### config.mk
export PLATFORM = sky130hd
export DESIGN_NAME = jlcg_mul_unit
export DESIGN_NICKNAME = d
export VERILOG_FILES = /design/src/rtl/core/java_lcg_random_generator_core_macros.svh /design/src/rtl/core/jlcg_pkg.sv /design/src/rtl/core/jlcg_mul_unit.sv
export SDC_FILE = /design/constraint.sdc
export NUM_CORES = 2
export LEC_CHECK = 0
export BUFFER_PORTS_ARGS = -buffer_cell sky130_fd_sc_hd__buf_2
export CAP_MARGIN = 0
export CORE_ASPECT_RATIO = 1.4
export CORE_UTILIZATION = 35
export DETAILED_ROUTE_END_ITERATION = 12
export SLEW_MARGIN = 40
export SYNTH_ARGS = -nofsm -noshare
export SYNTH_HDL_FRONTEND = slang
export SYNTH_SLANG_ARGS = --single-unit
### constraint.sdc
create_clock -name i_clk -period 11.5 [get_ports i_clk]
set_input_delay 0.575 -clock i_clk [delete_from_list [all_inputs] [get_ports i_clk]]
set_output_delay 0.575 -clock i_clk [all_outputs]
set_load 0.01 [all_outputs]
### src/rtl/core/java_lcg_random_generator_core_macros.svh
// ============================================================================
// java_lcg_random_generator_core_macros.svh
// Assertion macros for the LCG random generator core, empty for synthesis.
// ============================================================================
`ifndef JAVA_LCG_RANDOM_GENERATOR_CORE_MACROS_SVH
`define JAVA_LCG_RANDOM_GENERATOR_CORE_MACROS_SVH

`ifndef SYNTHESIS
// Same-cycle implication, disabled while reset is asserted.
`define JLCG_ASSERT_IMP(lbl, clk, rst_n, ante, cons) \
    lbl: assert property (@(posedge clk) disable iff (!rst_n) (ante) |-> (cons)) \
        else $error("jlcg assertion failed");
// Next-cycle implication, disabled while reset is asserted.
`define JLCG_ASSERT_NXT(lbl, clk, rst_n, ante, cons) \
    lbl: assert property (@(posedge clk) disable iff (!rst_n) (ante) |=> (cons)) \
        else $error("jlcg assertion failed");
`else
`define JLCG_ASSERT_IMP(lbl, clk, rst_n, ante, cons)
`define JLCG_ASSERT_NXT(lbl, clk, rst_n, ante, cons)
`endif

`endif

### src/rtl/core/jlcg_pkg.sv
// ============================================================================
// jlcg_pkg
// Types and constants shared by the LCG random generator core.
// ============================================================================
package jlcg_pkg;

    localparam int STATE_BITS    = 48;
    localparam int DIGIT_BITS    = 16;
    localparam int MOD_BITS      = 31;
    localparam int WORD_BITS     = 32;
    localparam int VALUE_BITS    = 64;
    localparam int MAX_DRAWS     = 4096;
    localparam int DRAW_CNT_BITS = $clog2(MAX_DRAWS + 1);
    localparam int CFG_IDX_BITS  = 8;

    localparam logic [CFG_IDX_BITS-1:0] REG_MULTIPLIER = 8'd0;
    localparam logic [CFG_IDX_BITS-1:0] REG_ADDEND     = 8'd1;

    localparam logic [STATE_BITS-1:0] MULTIPLIER_RESET = 48'd25214903917;
    localparam logic [STATE_BITS-1:0] ADDEND_RESET     = 48'd11;

    typedef enum logic [2:0] {
        CMD_SEED     = 3'd0,
        CMD_BITS     = 3'd1,
        CMD_INT      = 3'd2,
        CMD_LONG     = 3'd3,
        CMD_BOUNDED  = 3'd4
    } t_cmd;

    typedef enum logic [2:0] {
        ST_IDLE,
        ST_MUL_GO,
        ST_MUL_WAIT,
        ST_POW,
        ST_DIV_GO,
        ST_DIV_WAIT,
        ST_DONE
    } t_state;

endpackage

### src/rtl/core/jlcg_mul_unit.sv
// ============================================================================
// jlcg_mul_unit
// Iterative seed * multiplier + addend mod 2^48, one 16-bit digit per cycle.
// ============================================================================
module jlcg_mul_unit (
    input  logic                              i_clk,
    input  logic                              i_rst_n,
    input  logic                              i_start,
    input  logic [jlcg_pkg::STATE_BITS-1:0]   i_seed,
    input  logic [jlcg_pkg::STATE_BITS-1:0]   i_multiplier,
    input  logic [jlcg_pkg::STATE_BITS-1:0]   i_addend,
    output logic                              o_done,
    output logic [jlcg_pkg::STATE_BITS-1:0]   o_result
);

    localparam int SB = jlcg_pkg::STATE_BITS;
    localparam int DB = jlcg_pkg::DIGIT_BITS;

    logic          r_busy;
    logic          r_done;
    logic [1:0]    r_step;
    logic [SB-1:0] r_seed;
    logic [SB-1:0] r_acc;
    logic [SB-1:0] r_prod;
    logic [DB-1:0] w_digit;
    logic [SB+DB-1:0] w_pp;
    logic [SB-1:0] w_addin;

    always_comb begin
        unique case (r_step)
            2'd0:    w_digit = r_seed[DB-1:0];
            2'd1:    w_digit = r_seed[2*DB-1:DB];
            2'd2:    w_digit = r_seed[3*DB-1:2*DB];
            default: w_digit = '0;
        endcase
    end

    assign w_pp = {{SB{1'b0}}, w_digit} * {{DB{1'b0}}, i_multiplier};

    // align the previous partial product with its digit
    always_comb begin
        unique case (r_step)
            2'd1:    w_addin = r_prod;
            2'd2:    w_addin = r_prod << DB;
            2'd3:    w_addin = r_prod << (2 * DB);
            default: w_addin = '0;
        endcase
    end

    always_ff @(posedge i_clk) begin
        if (!i_rst_n) begin
            r_busy <= 1'b0;
            r_done <= 1'b0;
            r_step <= '0;
        end else if (i_start) begin
            r_busy <= 1'b1;
            r_done <= 1'b0;
            r_step <= '0;
            r_seed <= i_seed;
            r_acc  <= i_addend;
        end else if (r_busy) begin
            r_prod <= w_pp[SB-1:0];
            r_acc  <= r_acc + w_addin;
            r_step <= r_step + 2'd1;
            if (r_step == 2'd3) begin
                r_busy <= 1'b0;
                r_done <= 1'b1;
            end
        end else begin
            r_done <= 1'b0;
        end
    end

    assign o_done   = r_done;
    assign o_result = r_acc;

endmodule

Yosys cells after proc, flatten, opt, wreduce, memory -nomap -nowiden
Cells that the tools add are included.
{"block": "classes", "n_reduce_logical": 7, "mul": 1, "bitwise_logic": 3, "eq_ne": 3, "mux": 7, "addsub": 2}
{"op": "case mux 48 bit (3 select lines)", "count": 1}
{"op": "2-to-1 mux 48 bit", "count": 2}
{"op": "adder 48 bit", "count": 1}
{"op": "multiplier 16 x 48 -> 48 bit", "count": 1}
{"op": "case mux 16 bit (3 select lines)", "count": 1}
{"op": "== test 2 bit, second input constant", "count": 2}
{"op": "AND reduction 2 bit", "count": 2}
{"op": "2-to-1 mux 1 bit", "count": 3}
{"op": "inverter 1 bit", "count": 3}
{"op": "AND reduction 3 bit", "count": 1}
{"op": "OR reduction 3 bit", "count": 1}
{"op": "adder 2 x 1 -> 2 bit, second input constant", "count": 1}
{"op": "== test 2 x 1 -> 1 bit, second input constant", "count": 1}
{"op": "logical NOT 2 bit", "count": 1}
{"op": "nonzero test 2 bit", "count": 1}
{"op": "OR reduction 2 bit", "count": 1}
{"block": "totals", "elab_cells": 29, "output_inout_bits": 49, "regBits": 148}

Longest topological paths before layout
{"block": "depth", "depth_word": 5, "ltp_mapped": 31}

Least setup slack after synthesis
No wires, ideal clock.
{"block": "synth_timing", "kind": "reg-to-reg", "startpoint": "register r_step[0]", "endpoint": "register r_prod[42] (data pin)", "arrival_time_ns": 7.406, "stages_incl_launch_ff": 32, "setup_ns": 0.269, "synth_period_minus_slack_ns": 7.676, "required_time_ns": 11.231, "path_slack_ns": 3.824, "path_cell_list": "dfxtp_1 inv_1 ha_1 clkbuf_1 clkbuf_1 a222oi_1 nor2_1 clkbuf_1 clkbuf_1 nand2_1 fa_1 inv_1 fa_1 inv_1 fa_1 inv_1 fa_1 fa_1 inv_1 fa_1 inv_1 ha_1 buf_2 and3_1 a2111o_1 a41o_1 nand4_1 a21oi_1 o2111ai_1 o31ai_1 a2111oi_0 nor3_1"}
{"block": "synth_via", "elab_chain_len": 3, "elab_cells_between_ends": 5, "cone_classes": "mul (1); eq/ne (2); mux (1); reduce/logical (1)"}
{"item": "start, declared", "line": "jlcg_mul_unit.sv:21", "rtl": "logic [1:0] r_step;"}
{"item": "start signal, assigned", "line": "jlcg_mul_unit.sv:64", "rtl": "r_step <= r_step + 2'd1;"}
{"item": "== test 2 bit (tied with other cells)", "line": "jlcg_mul_unit.sv:30", "rtl": "unique case (r_step)"}
{"item": "case mux 16 bit (3 select lines) *", "line": "jlcg_mul_unit.sv:30"}
{"item": "multiplier 16 x 48 -> 48 bit *", "line": "jlcg_mul_unit.sv:38", "rtl": "assign w_pp = {{SB{1'b0}}, w_digit} * {{DB{1'b0}}, i_multiplier};"}
{"item": "named net w_pp[42]", "line": "jlcg_mul_unit.sv:26", "rtl": "logic [SB+DB-1:0] w_pp;"}
{"item": "end signal, assigned", "line": "jlcg_mul_unit.sv:62", "rtl": "r_prod <= w_pp[SB-1:0];"}
{"item": "end, declared", "line": "jlcg_mul_unit.sv:24", "rtl": "logic [SB-1:0] r_prod;"}
Mark *: on every way through the listed nets, which the timed path passes. The rest lies on a longest branch.
A chain may end at the register's enable or synchronous reset.

Worst setup path after layout
Ends and elaborated chain as after synthesis.

==> results_tabular.tex <==
\begin{tabular}{lr}
\hline
Metric & Value \\
\hline
\multicolumn{2}{l}{\textbf{Status}} \\
Status & finished clean \\
\multicolumn{2}{l}{\textbf{Worst setup path}} \\
WP buf/inv & 5 \\
End of the worst register-to-register path & r\_prod[42] \\
Slowest cell on crit path & ha\_1 \\
Endpoint arrival time on the critical path & about 8.7 ns \\
Critical Path Most Common Cell & fa\_1 \\
Worst-path maximum fanout & 23 \\
Setup slack of the most critical reg-to-reg path & between 2 and 3 ns \\
Largest delay contributor family on the critical path & adder cells \\
Classification of the worst setup path & reg2reg \\
Critical path endpoint category & flip-flop \\
Largest stage delay on the critical path & 0.72 ns \\
CP Launch Type & flip-flop \\
Count of cell instances traversed by the critical path & 25 \\
Worst flop-to-flop path startpoint & r\_step[0] \\
Register-to-Register Path Depth & 25 \\
Required @ worst endpoint & between 10 and 15 ns \\
\multicolumn{2}{l}{\textbf{Cells and area}} \\
Fillers & 7977 \\
Relative area change from synthesis to final layout & 9.60\% \\
Most common cell after layout, fill and taps aside & inv\_1 \\
Most used cells in the layout excluding fill and tap cells & 577 x inv\_1, 529 x fa\_1, 509 x nand2\_1 \\
Layout cell share with drive strength beyond 1 & a little under a tenth \\
Total area of sequential cells & 4400 µm² \\
Multi-input combinational cell area & 20500 µm² \\
Net count of the finished layout & roughly 4000 \\
\multicolumn{2}{l}{\textbf{Synth}} \\
Instance count of the mapped netlist & just over 3000 \\
Cell accounting for the most synthesized area & fa\_1 \\
Syn Std Cell Area & roughly 28000 µm² \\
Average cell area after synthesis & 9.14 µm² \\
Yosys warnings & 0 \\
Net count after synthesis & between 3000 and 4000 \\
Leading register cell type out of synthesis & edfxtp\_1 \\
Top area cells in the synthesized netlist & fa\_1 38\%, edfxtp\_1 16\%, inv\_1 7.9\% \\
Count of different cell masters after synthesis & 67 \\
Fraction of the yosys area taken by sequential cells & between 10\% and 20\% \\
Number of enable-type register cells in the synthesized netlist & around 140 \\
Portion of synthesized cell area occupied by the leading cell type & about two fifths \\
Register bit total from synthesis & approximately 150 \\
Share of flip-flops with an asynchronous set or reset after synthesis & 0\% \\
\multicolumn{2}{l}{\textbf{Route}} \\
Drt wl/cell & 19.3 µm \\
Post-detailed-route via-to-cell ratio & roughly 5.1 \\
Routed vias & approximately 21000 \\
Wire length after detailed routing & 80400 µm \\
Router iterations before antenna repair & 5 \\
Residual DRC & 0 \\
Number of design-rule violations left by the first detailed-router iteration & 1317 \\
Number of routed nets with antenna violations & 0 \\
\multicolumn{2}{l}{\textbf{STA}} \\
Normalized max-slew margin & 44.5\% \\
Post-route clock skew & 0.0150 ns \\
F\_max & roughly 0.12 GHz \\
Setup violations, final & 0 \\
Final max-slew violation count & 0 \\
Setup slack after layout & 2.98 ns \\
Hold Vio Cnt, Final & 0 \\
Aggregate negative setup slack & 0 ns \\
RSZ-0062 raised after global routing & false \\
Min Clock Period, post-route & approximately 8.5 ns \\
Pin slew with the least headroom to its limit & around 0.83 ns \\
Post-route clock period utilization & approximately 74\% \\
\multicolumn{2}{l}{\textbf{Clocking}} \\
Cts bufs inserted & 17 \\
Clock input transition at the sequential cells of the worst setup and hold paths & about 0.080 ns \\
Post-CTS Hold Buffers & 0 \\
Total setup buffers inserted after CTS & 0 \\
Resized Gates After CTS & 0 \\
Clk sink count & $\sim$150 \\
Clock network latency to the later pin of the worst-skew pair & about 0.45 ns \\
CTS H-tree depth & 4 \\
Maximum count of clock buffers along a single path & 2 \\
Clock tree from TritonCTS & done \\
Root cell of the clock tree & clkbuf\_16 \\
\multicolumn{2}{l}{\textbf{Placed design}} \\
Final estimated routing congestion in global placement & between 0.8 and 0.9 \\
Sum of net half-perimeters after detailed placement & 62100 µm \\
Number of buffer cells added on primary ports & a little under 200 \\
Worst setup slack before clock tree synthesis & between 3 and 4 ns \\
\multicolumn{2}{l}{\textbf{Floorplanning}} \\
Number of I/O pins & 196 \\
Placeable core area & about 78000 µm² \\
Die X-Extent & $\sim$240 µm \\
Cell Rows & approximately 120 \\
Initial core utilization & 35.4\% \\
Floorplan die height & about 330 µm \\
Die outline area & 79900 µm² \\
\multicolumn{2}{l}{\textbf{Worst hold path}} \\
Type of the tightest min-delay check & in2reg \\
Hold Path Stages & 1 \\
Hold path startpoint & i\_seed[43] \\
Worst hold endpoint & r\_seed[43] \\
\multicolumn{2}{l}{\textbf{GRT}} \\
Antenna violations before repair & 5 \\
Wire length of the first global-routing pass & between 100000 and 150000 µm \\
Via count of the first global-routing pass & 22549 \\
Overall fraction of global-route tracks in use & 20.8\% \\
Largest net degree at the start of global routing & 54 \\
Final global-route overflow total & 0 \\
\multicolumn{2}{l}{\textbf{Flow run}} \\
Max-cap check violation count & 0 \\
\hline
\end{tabular}
worst max path at each step:
stage | endpoint | from | slack [ns]
4_1_cts | r_prod[42] | r_step[0] | 3.03
3_3_place_gp | r_prod[42] | r_step[0] | 2.77
6_report | r_prod[42] | r_step[0] | 2.98
2_1_floorplan | r_prod[42] | r_step[0] | 3.82
3_5_place_dp | r_prod[42] | r_step[0] | 3.05
5_1_grt | r_prod[42] | r_step[0] | 2.57
cell usage after synthesis, types with 4 or more instances:
cell and number:
xnor2_1 70, mux2_2 4, a222oi_1 32, dfxtp_1 4
inv_1 577, o211ai_1 5, a211oi_1 14, nand3_1 15
a22oi_1 17, edfxtp_1 144, nand4_1 16, xor2_1 39
clkbuf_1 148, a21boi_0 4, ha_1 133, o31ai_1 9
o21ai_1 16, o21bai_1 10, nor2b_1 12, buf_2 4
o21ai_0 75, fa_1 529, a211o_1 5, and3_1 10
nor3_1 13, a21o_1 40, nand2b_1 8, nor2_1 122
buf_1 4, a21oi_1 82, and2_1 261, a31oi_1 8
nand2_1 509, o21a_1 18, or4_1 4, o2111ai_1 5
metrics by stage:
step	hold slack, ns	util (%)	cells	instance area, µm²
final	0.295	38.8	4165	30200
after global routing	0.276	38.8	4164	30200
after CTS	0.273	38.8	4161	30200
after detailed placement	0.521	38.0	4129	29600
after global placement	0.511	38.0	4127	29500
after floorplan	0.509	-	3018	27600
sequential cells by signal (all words and copies together) (netlist names):
name	cells
o_result	48
r_prod	48
r_seed	48
r_step	2
o_done	1
r_busy	1
routing by layer:
layer	routed length (µm)	global-route usage [%]	up-vias	part of all wire, %
met2	41300	37.3	704	51
met5	9	0	-	0.011
met3	4540	2.28	105	5.6
met4	1810	5.70	2	2.3
met1	32800	26.3	10714	41
li1	-	-	9527	-
cells by family (layout without fill, tap and decap cells):
family,after synthesis,in the layout,synth area share (%)
AOI/OAI and AO/OA,377,377,9.38
buffers and inverters,733,831,9.99
adders and majority gates,662,662,44.4
xor gates and xnor gates,109,109,3.46
other,0,4,0
and+or+nand+nor,983,983,16.5
muxes,6,6,0.236
DFF,148,148,16.0
area by class of cell:
class | count | area share (%)
repair buffers | 222 | 3.99
flip-flops and latches | 148 | 14.6
well taps | 1045 | 4.33
clock buffers | 17 | 1.41
inverters | 577 | 7.16
clock inverters | 15 | 0.666
diodes | 4 | 0.0331
multi-input cells | 2137 | 67.8
Power is left out: the tool's default activity adds up to more than one toggle a clock period on the data nets, which glitch-free logic cannot reach.
