===== src/rtl/core/java_lcg_random_generator_core_macros.svh =====
// ============================================================================
// java_lcg_random_generator_core_macros.svh
// Assertion macros for the LCG random generator core, empty for synthesis.
// ============================================================================
`ifndef JAVA_LCG_RANDOM_GENERATOR_CORE_MACROS_SVH
`define JAVA_LCG_RANDOM_GENERATOR_CORE_MACROS_SVH

`ifndef SYNTHESIS
// Same-cycle implication, disabled while reset is asserted.
`define JLCG_ASSERT_IMP(lbl, clk, rst_n, ante, cons) \
    lbl: assert property (@(posedge clk) disable iff (!rst_n) (ante) |-> (cons)) \
        else $error("jlcg assertion failed");
// Next-cycle implication, disabled while reset is asserted.
`define JLCG_ASSERT_NXT(lbl, clk, rst_n, ante, cons) \
    lbl: assert property (@(posedge clk) disable iff (!rst_n) (ante) |=> (cons)) \
        else $error("jlcg assertion failed");
`else
`define JLCG_ASSERT_IMP(lbl, clk, rst_n, ante, cons)
`define JLCG_ASSERT_NXT(lbl, clk, rst_n, ante, cons)
`endif

`endif


===== src/rtl/core/jlcg_pkg.sv =====
// ============================================================================
// jlcg_pkg
// Types and constants shared by the LCG random generator core.
// ============================================================================
package jlcg_pkg;

    localparam int STATE_BITS    = 48;
    localparam int DIGIT_BITS    = 16;
    localparam int MOD_BITS      = 31;
    localparam int WORD_BITS     = 32;
    localparam int VALUE_BITS    = 64;
    localparam int MAX_DRAWS     = 4096;
    localparam int DRAW_CNT_BITS = $clog2(MAX_DRAWS + 1);
    localparam int CFG_IDX_BITS  = 8;

    localparam logic [CFG_IDX_BITS-1:0] REG_MULTIPLIER = 8'd0;
    localparam logic [CFG_IDX_BITS-1:0] REG_ADDEND     = 8'd1;

    localparam logic [STATE_BITS-1:0] MULTIPLIER_RESET = 48'd25214903917;
    localparam logic [STATE_BITS-1:0] ADDEND_RESET     = 48'd11;

    typedef enum logic [2:0] {
        CMD_SEED     = 3'd0,
        CMD_BITS     = 3'd1,
        CMD_INT      = 3'd2,
        CMD_LONG     = 3'd3,
        CMD_BOUNDED  = 3'd4
    } t_cmd;

    typedef enum logic [2:0] {
        ST_IDLE,
        ST_MUL_GO,
        ST_MUL_WAIT,
        ST_POW,
        ST_DIV_GO,
        ST_DIV_WAIT,
        ST_DONE
    } t_state;

endpackage


===== src/rtl/core/jlcg_mod_unit.sv =====
// ============================================================================
// jlcg_mod_unit
// Restoring remainder of two 31-bit operands, one quotient bit per cycle.
// ============================================================================
module jlcg_mod_unit (
    input  logic                            i_clk,
    input  logic                            i_rst_n,
    input  logic                            i_start,
    input  logic [jlcg_pkg::MOD_BITS-1:0]   i_dividend,
    input  logic [jlcg_pkg::MOD_BITS-1:0]   i_divisor,
    output logic                            o_done,
    output logic [jlcg_pkg::MOD_BITS-1:0]   o_rem
);

    localparam int MB = jlcg_pkg::MOD_BITS;
    localparam int CB = $clog2(MB);
    localparam logic [CB-1:0] LAST_STEP = CB'(MB - 1);

    logic          r_busy;
    logic          r_done;
    logic [CB-1:0] r_cnt;
    logic [MB-1:0] r_rem;
    logic [MB-1:0] r_dvd;
    logic [MB-1:0] r_dsr;
    logic [MB:0]   w_trial;
    logic [MB:0]   w_diff;

    assign w_trial = {r_rem, r_dvd[MB-1]};
    assign w_diff  = w_trial - {1'b0, r_dsr};

    always_ff @(posedge i_clk) begin
        if (!i_rst_n) begin
            r_busy <= 1'b0;
            r_done <= 1'b0;
            r_cnt  <= '0;
        end else if (i_start) begin
            r_busy <= 1'b1;
            r_done <= 1'b0;
            r_cnt  <= '0;
            r_rem  <= '0;
            r_dvd  <= i_dividend;
            r_dsr  <= i_divisor;
        end else if (r_busy) begin
            // keep the difference when it does not borrow
            r_rem <= w_diff[MB] ? w_trial[MB-1:0] : w_diff[MB-1:0];
            r_dvd <= r_dvd << 1;
            r_cnt <= r_cnt + CB'(1);
            if (r_cnt == LAST_STEP) begin
                r_busy <= 1'b0;
                r_done <= 1'b1;
            end
        end else begin
            r_done <= 1'b0;
        end
    end

    assign o_done = r_done;
    assign o_rem  = r_rem;

endmodule


===== config.mk =====
export PLATFORM = sky130hd
export DESIGN_NAME = jlcg_mod_unit
export DESIGN_NICKNAME = d
export VERILOG_FILES = /design/src/rtl/core/java_lcg_random_generator_core_macros.svh /design/src/rtl/core/jlcg_pkg.sv /design/src/rtl/core/jlcg_mod_unit.sv
export SDC_FILE = /design/constraint.sdc
export NUM_CORES = 1
export LEC_CHECK = 0
export BUFFER_PORTS_ARGS = -buffer_cell sky130_fd_sc_hd__clkbuf_2
export CORE_AREA = 2 2 111 113
export CTS_CLUSTER_SIZE = 25
export DETAILED_ROUTE_END_ITERATION = 7
export DIE_AREA = 0 0 113 115
export PLACE_DENSITY = 0.73
export SETUP_SLACK_MARGIN = 0.1
export SYNTH_ARGS = -nofsm -noshare
export SYNTH_HDL_FRONTEND = slang
export SYNTH_SLANG_ARGS = --single-unit

===== constraint.sdc =====
create_clock -name i_clk -period 8.2 [get_ports i_clk]
set_clock_uncertainty 0.15 [all_clocks]
set_input_delay 1.64 -clock i_clk [delete_from_list [all_inputs] [get_ports i_clk]]
set_output_delay 1.64 -clock i_clk [all_outputs]
set_load 0.01 [all_outputs]

# ---- Word level (Yosys, flattened, before mapping)
# Cells that the tools add are included.
dict set report classes {
  n_addsub 2
  n_mul 0
  div 0
  n_lt_le_gt_ge 0
  eq_ne 1
  shift 0
  muxes 7
  bitwise 2
  reduce_logical 5
}
# op count
set ops {}
lappend ops {{31-bit two-way mux} 4}
lappend ops {{32-bit by 31-bit subtractor with 32-bit output} 1}
lappend ops {{5-bit by 1-bit adder with 5-bit output (second input constant)} 1}
lappend ops {{5-bit equality test (second input constant)} 1}
lappend ops {{2-bit AND reduction} 2}
lappend ops {{1-bit two-way mux} 3}
lappend ops {{3-bit OR reduction} 1}
lappend ops {{1-bit inverter} 2}
lappend ops {{2-bit nonzero test} 1}
lappend ops {{2-bit OR reduction} 1}
dict set report totals {
  regBits 100
  latch_bits 0
  ramBits 0
  rom_bits 0
  input_bits 65
  output_inout_bits 32
  wordCells 23
  n_memories 0
}

# ---- Logic depth before layout (Yosys ltp)
# Gate-level depths: netlist of the first run.
dict set report depth {
  depth_word 4
  depth_mapped 13
  ltp_nobuf 13
}

# ---- Worst setup path after synthesis of the first run
# Ideal clock, no wire load.
dict set report synth_path {
  path_type {input to register}
  start {input i_start}
  end {register r_rem[0] (netlist: o_rem[0]), enable pin}
  setup_ns 0.425
  arrival_time_ns 3.405
  required_time_ns 7.625
  slack_ns 4.220
  stages 2
  path_buffers 1
  path_cell_list {clkbuf_1 > o21a_1}
}
dict set report synth_between {
  elab_chain_len 2
}
# element line
set synth_lines {}
lappend synth_lines {{start, declared} jlcg_mod_unit.sv:8} ;# input logic i_start,
lappend synth_lines {{2-bit nonzero test (no source line)} -}
lappend synth_lines {{2-bit AND reduction (no source line)} -}
lappend synth_lines {{end signal, assigned} jlcg_mod_unit.sv:45} ;# r_rem <= w_diff[MB] ? w_trial[MB-1:0] : w_diff[MB-1:0];
lappend synth_lines {{end, declared} jlcg_mod_unit.sv:22} ;# logic [MB-1:0] r_rem;
# No other way between the ends.
# A chain may end at the register's enable or synchronous reset.

# ---- Worst setup path after layout of the first run
dict set report layout_path {
  start {register r_dvd[30]}
  end {register r_rem[30] (netlist: o_rem[30]) (data pin)}
}
dict set report layout_between {
  elab_chain_len 3
}
# element line
set layout_lines {}
lappend layout_lines {{start, declared} jlcg_mod_unit.sv:23} ;# logic [MB-1:0] r_dvd;
lappend layout_lines {{start signal, assigned} jlcg_mod_unit.sv:41} ;# r_dvd <= i_dividend;
lappend layout_lines {{start signal, assigned} jlcg_mod_unit.sv:46} ;# r_dvd <= r_dvd << 1;
lappend layout_lines {{32-bit by 31-bit subtractor with 32-bit output} jlcg_mod_unit.sv:29} ;# assign w_diff = w_trial - {1'b0, r_dsr};
lappend layout_lines {{31-bit two-way mux} jlcg_mod_unit.sv:45}
lappend layout_lines {{31-bit two-way mux} jlcg_mod_unit.sv:43} ;# end else if (r_busy) begin
# No other way between the ends. The select of a mux whose other input is x is not followed.

==> results.ini, run 1 <==
[floorplanning]
core.rowCount = 40
die-area_um2 = 13000
pin_count = 97
initial_utilization_pct = 48.5
die_y_um = 115
die_w_um = 113
design.core.area_um2 = 11800

[detailed_routing]
drc = 4
via_per_inst = 5.46
dr.pass1.iters = 6
routed_wl_mm = 11.5
post_drt_wl_per_cell_um = 15.6
drt_iter0_drc = 186
drtAntennaViolNets = 0
vias = 4031

[yosys]
yosys_register_bits = 100
synth_largest_area_cell = edfxtp_1
syn_area_um2 = 5730
syn_area_per_cell_um2 = 11.6
syn_inst = 495
ys_warn_count = 0
async_reset_ff_share_pct = 0
synthDistinctLibCells = 56
synth_edf_count = 93
synthTopCellsByArea = edfxtp_1 49%, ha_1 7.2%, mux2_2 5.9%
yosysTopAreaCellShare_pct = 48.7
ys.flop_type = edfxtp_1
syn_nets = 594
ys_seq_area_share_pct = 51.2

[min_path]
min_path_type = reg2reg

[final_layout]
layout_commonest_cell = clkbuf_2
fin_area_um2 = 6630
antennaDiodeCount = 0
area_growth_pct = 15.6
final_cells = 738
mostFrequentLayoutCells = 96 x clkbuf_2, 93 x edfxtp_1, 44 x nor2_1, 39 x inv_1, 33 x ha_1
fillCellCount = 1024
design.final.nets = 685
drive_above_1_share_pct = 25.9

[status]
status = finished with violations
violations = DRC

[setup_path]
cp_max_fo = 4
worst-setup-path-type = reg2reg
required_ns = 8.15
critPathCaptureType = flip-flop
cp-start-kind = flip-flop
worst_ep_arrival_time_ns = 3.76

[timing]
setup_tns_ns = 0
slew_headroom_pct = 52.3
final_hold_viol_count = 0
holdWs_ns = 0.379
max_freq_ghz = 0.263
drv_slew = 0
rsz0062_at_grt = false
setup_viol = 0
finalCritPeriodShare_pct = 46.4
finalCriticalPeriod_ns = 3.81
tightest_slew_ns = 0.716
fin_ws_ns = 4.39

[grt]
grt_use_total_pct = 18.1
grt_pass1_vias = 3918
grt_pass1_wl_mm = 18.4
grt_start_max_net_pins = 65
overflow = 0
antenna_found_initial = 0

[cts]
ctsResizeCount = 0
cts_hold_buf = 0
cts_setup_buffers = 0
h-tree-depth = 3
numCtsBuffers = 9
clk_pin_slew_ns = 0.07
cts_buffer_depth = 2
cts_tree = built
clockRootBuffer = clkbuf_16
clock_latency_ns = 0.36
cts_sinks = 100

[placed_design]
place_ws_ns = 4.25
place_congestion = 0.866
placedCellCount = 722
io_buffers = 96
placedInstanceArea_um2 = 6360
dp_hpwl_mm = 8.36

[power]
vdd_ir_drop_max_mv = 0.117
total_leakage_power_uw = 0.00290
powerDensity_nw_per_um2 = 221

[flow_run]
max_cap_viol_count = 0

==> cell families (layout without fill, tap and decap cells) <==
logic type	after synthesis	in the layout	share of synthesized area (%)
fa+ha+maj	34	34	7.55
flops	100	100	51.2
mux	57	57	10.6
buf+inv	59	155	4.10
xor+xnor	30	30	4.59
simple gates	113	113	9.30
compound gates	102	102	12.7
==> Yosys cell counts (7+ instances only) <==
| cell type | count |
|---|---|
| inv_1 | 39 |
| xor2_1 | 15 |
| dfxtp_1 | 7 |
| nand2b_1 | 7 |
| ha_1 | 33 |
| mux2i_1 | 27 |
| nor2_1 | 44 |
| xnor2_1 | 15 |
| nand2_1 | 26 |
| edfxtp_1 | 93 |
| mux2_2 | 30 |
| a21oi_1 | 28 |
| clkbuf_1 | 11 |
| a21o_1 | 21 |
| o21ai_0 | 8 |
==> state kept, by name, indices dropped and copies added, names as in the netlist <==
signal,cells
r_busy,1
r_cnt,5
o_rem,31
o_done,1
r_dvd,31
r_dsr,31
==> metrics by stage <==
stage | utilization [%] | total power, uW
2_1_floorplan | - | 978
3_3_place_gp | 53.8 | 1070
3_5_place_dp | 53.8 | 1080
4_1_cts | 56.1 | 1480
5_1_grt | 56.1 | 1550
6_report | 56.1 | 1460
==> cell type report <==
type	instances	area, um2	share of cell area, %
inverter	39	146	2.21
multi-input combinational	336	2580	39.0
timing repair buffer	100	510	7.71
clock inverter	5	36.3	0.548
tap	147	184	2.78
sequential	100	2930	44.3
clock buffer	11	233	3.51
==> worst max-delay path, stage by stage (launching register included) <==
cell and delay [ns]:
edfxtp_1 0.37, inv_1 0.09, ha_1 0.16, inv_1 0.05, fa_1 0.42, a211oi_1 0.26, o21ai_1 0.14, a221o_1 0.40
a311oi_2 0.38, a21o_1 0.25, o21ai_1 0.15, a31oi_1 0.29, mux2i_1 0.11, o311a_1 0.33
==> path summary, 6_finish.rpt <==
path / startpoint / end / slack (ns) / cells past startpoint
worst max-delay path: r_dvd[30]$_DFFE_PP_ / o_rem[30]$_SDFFCE_PP0P_ / 4.39 / 13
worst min-delay path: r_cnt[4]$_SDFFE_PP0P_ / r_cnt[4]$_SDFFE_PP0P_ / 0.38 / 2
worst max register to register: r_dvd[30]$_DFFE_PP_ / o_rem[30]$_SDFFCE_PP0P_ / 4.39 / 13
worst min register to register: r_cnt[4]$_SDFFE_PP0P_ / r_cnt[4]$_SDFFE_PP0P_ / 0.38 / 2
==> power by group <==
group | leakage, uW | total, uW | internal (uW) | switching [uW]
Clock | 0.000124 | 392 | 206 | 186
Sequential | 0.000947 | 640 | 615 | 25.6
Combinational | 0.00183 | 432 | 193 | 239
==> routing by layer <==
metal  global-route usage, %  up-vias  wire, um
li1                        -     2001         -
met1                    21.3     1913      4950
met2                    29.7       98      5480
met3                    7.70       19       856
met4                    6.42        0       227
met5                       0        -         0
Power figures use the tool's default switching activity.
==> run 2: changes to the inputs <==
--- a/config.mk
+++ b/config.mk
@@ -10,7 +10,7 @@
 export CTS_CLUSTER_SIZE = 25
 export DETAILED_ROUTE_END_ITERATION = 7
 export DIE_AREA = 0 0 113 115
-export PLACE_DENSITY = 0.73
+export PLACE_DENSITY = 0.75
 export SETUP_SLACK_MARGIN = 0.1
 export SYNTH_ARGS = -nofsm -noshare
 export SYNTH_HDL_FRONTEND = slang
==> constraint.sdc (replaced) <==
create_clock -name i_clk -period 3.3 [get_ports i_clk]
set_clock_uncertainty 0.15 [all_clocks]
set_input_delay 0.66 -clock i_clk [delete_from_list [all_inputs] [get_ports i_clk]]
set_output_delay 0.66 -clock i_clk [all_outputs]
set_load 0.01 [all_outputs]
==> results.ini, run 2 (same netlist as run 1, synthesis figures left out) <==
[final_layout]
area_growth_pct = 27.1
design.final.nets = 732  ; +6.9%
antennaDiodeCount = 0  ; unchanged
mostFrequentLayoutCells = 96 x clkbuf_2, 93 x edfxtp_1, 44 x nor2_1, 37 x inv_1, 36 x buf_4
drive_above_1_share_pct = 35.6  ; +9.7 points
fillCellCount = 949  ; -7.3%
layout_commonest_cell = clkbuf_2

[placed_design]
place_ws_ns = -0.0152  ; -4.26 ns
io_buffers = 96  ; unchanged
dp_hpwl_mm = 8.95  ; +7.0%
place_congestion = 0.926  ; +6.9%

[cts]
clk_pin_slew_ns = 0.07  ; about the same
clockRootBuffer = clkbuf_16
clock_latency_ns = 0.36  ; about the same
cts_hold_buf = 0  ; unchanged
numCtsBuffers = 9  ; unchanged
cts_tree = built
h-tree-depth = 3  ; unchanged
cts_sinks = 100  ; unchanged
cts_buffer_depth = 2  ; unchanged

[floorplanning]
die_y_um = 115  ; unchanged
initial_utilization_pct = 48.5  ; unchanged
die_w_um = 113  ; unchanged
die-area_um2 = 13000  ; unchanged
core.rowCount = 40  ; unchanged
pin_count = 97  ; unchanged
design.core.area_um2 = 11800  ; unchanged

[power]
powerDensity_nw_per_um2 = 561  ; +150%
p_total_uw = 4080  ; +180%
total_leakage_power_uw = 0.00321  ; +11%
vdd_ir_drop_max_mv = 0.417  ; +250%

[grt]
grt_use_total_pct = 19.6  ; +1.5 points
overflow = 0  ; unchanged
grt_pass1_wl_mm = 20.2  ; +10%
grt_pass1_vias = 4412  ; +13%
antenna_found_initial = 0  ; unchanged
grt_start_max_net_pins = 63  ; -3.1%

[setup_path]
crit_chain = ha_1 -> o21a_1 -> o211ai_1 -> o21bai_4 -> a22oi_4 -> a21oi_4 -> o41a_1 -> buf_6 -> xor2_4 -> or4_1 -> a21oi_1
cp_max_fo = 4  ; unchanged
required_ns = 3.36  ; -4.79 ns
worst_ep_arrival_time_ns = 3.33  ; -0.43 ns
cp-start-kind = flip-flop
cpPeakStageDelay_ns = 0.55  ; +0.13 ns
critPathCaptureType = flip-flop
critPathSlowestCell = or4_1
worst-setup-path-type = reg2reg

[timing]
final_hold_viol_count = 0  ; unchanged
tightest_slew_ns = 0.422  ; -0.293 ns
finalCritPeriodShare_pct = 99.1  ; +53 points
setup_viol = 0  ; unchanged
rsz0062_at_grt = true
max_freq_ghz = 0.306  ; +16%
slew_headroom_pct = 71.8  ; +20 points
holdWs_ns = 0.324  ; -0.0549 ns
fin_ws_ns = 0.0290  ; -4.36 ns
finalCriticalPeriod_ns = 3.27  ; -0.536 ns
drv_slew = 0  ; unchanged

[detailed_routing]
dr.pass1.iters = 7  ; +1
vias = 4301  ; +6.7%
routedLengthMet1_mm = 4.99  ; +0.95%
via_per_inst = 5.48  ; +0.31%
drc = 5  ; +1
dr_wl_met3_mm = 1.04  ; +22%
top_layer_used = met4
drtAntennaViolNets = 0  ; unchanged
post_drt_wl_per_cell_um = 16.2  ; +3.6%
drt_iter0_drc = 215  ; +16%
dr_wl_met2_mm = 6.48  ; +18%
routed_wl_mm = 12.7  ; +10%

[status]
status = finished with violations
violations = DRC

[flow_run]
max_cap_viol_count = 0  ; unchanged

[min_path]
min_path_type = in2reg

[run 2: changes by cell type in the layout (fill, tap and decap cells not counted), sizes merged]
cell | previous run | this run
buf | 4 | 47
clkinvlp | 2 | 1
clkinv | 2 | 1
inv | 40 | 43
xor2 | 15 | 16
clkbuf | 107 | 109
[run 2: critical path, delay by kind of cell (launching register included)]
kind,cells,cell delay (ns)
buffers and inverters,1,0.18
AND/OR/NAND/NOR,1,0.55
AO/OA/AOI/OAI,7,1.33
flip-flops,1,0.43
XOR/XNOR,1,0.17
adder cells (fa/ha/maj),1,0.33
[run 2: timing repair]
action                                  CTS  global route
gates cloned                              0             4
endpoints found under the hold margin     0             0
gates resized for setup                   4            30
buffers inserted                          5            15
pin swaps                                10            17
endpoints found under the setup margin   25            31
[run 2: routing by layer]
layer / GRT usage, % / up-vias
li1: - / 2094
met1: 22.1 / 2058
met2: 34.0 / 137
met3: 7.70 / 12
met4: 6.50 / 0
met5: 0 / -
[run 2: worst paths after layout]
path / slack [ns] / to / startpoint / cells after the start
worst max-delay path: 0.03 / o_rem[26]$_SDFFCE_PP0P_ / o_rem[5]$_SDFFCE_PP0P_ / 11
worst min-delay path: 0.32 / r_dsr[25]$_DFFE_PP_ / i_divisor[25] / 1
worst max register to register: 0.03 / o_rem[26]$_SDFFCE_PP0P_ / o_rem[5]$_SDFFCE_PP0P_ / 11
worst min register to register: 0.40 / r_cnt[4]$_SDFFE_PP0P_ / r_cnt[4]$_SDFFE_PP0P_ / 2
[run 2: layout make-up]
cell class	count	area, um2	area share, %
flip-flops and latches	100	2930	40.3
multi-input cells	337	2730	37.5
repair buffers	146	997	13.7
clock buffers	10	239	3.28
well taps	147	184	2.52
inverters	39	146	2.01
clock inverters	6	53.8	0.738
[run 2: per-stage QoR]
step,utilization (%),TNS (ns),area [um2],std cells
3_5_place_dp,55.7,-0.0152,6580,746
3_3_place_gp,55.7,0,6580,746
5_1_grt,61.7,-0.162,7290,785
6_report,61.7,0,7290,785
2_1_floorplan,-,0,5750,495
4_1_cts,58.7,0,6930,767
[run 2: power by group]
| group | leakage [uW] | internal [uW] | switching (uW) |
|---|---|---|---|
| clock network | 0.000143 | 547 | 486 |
| registers | 0.000947 | 1530 | 66.8 |
| logic | 0.00212 | 749 | 708 |
| total | 0.00321 | 2820 | 1260 |
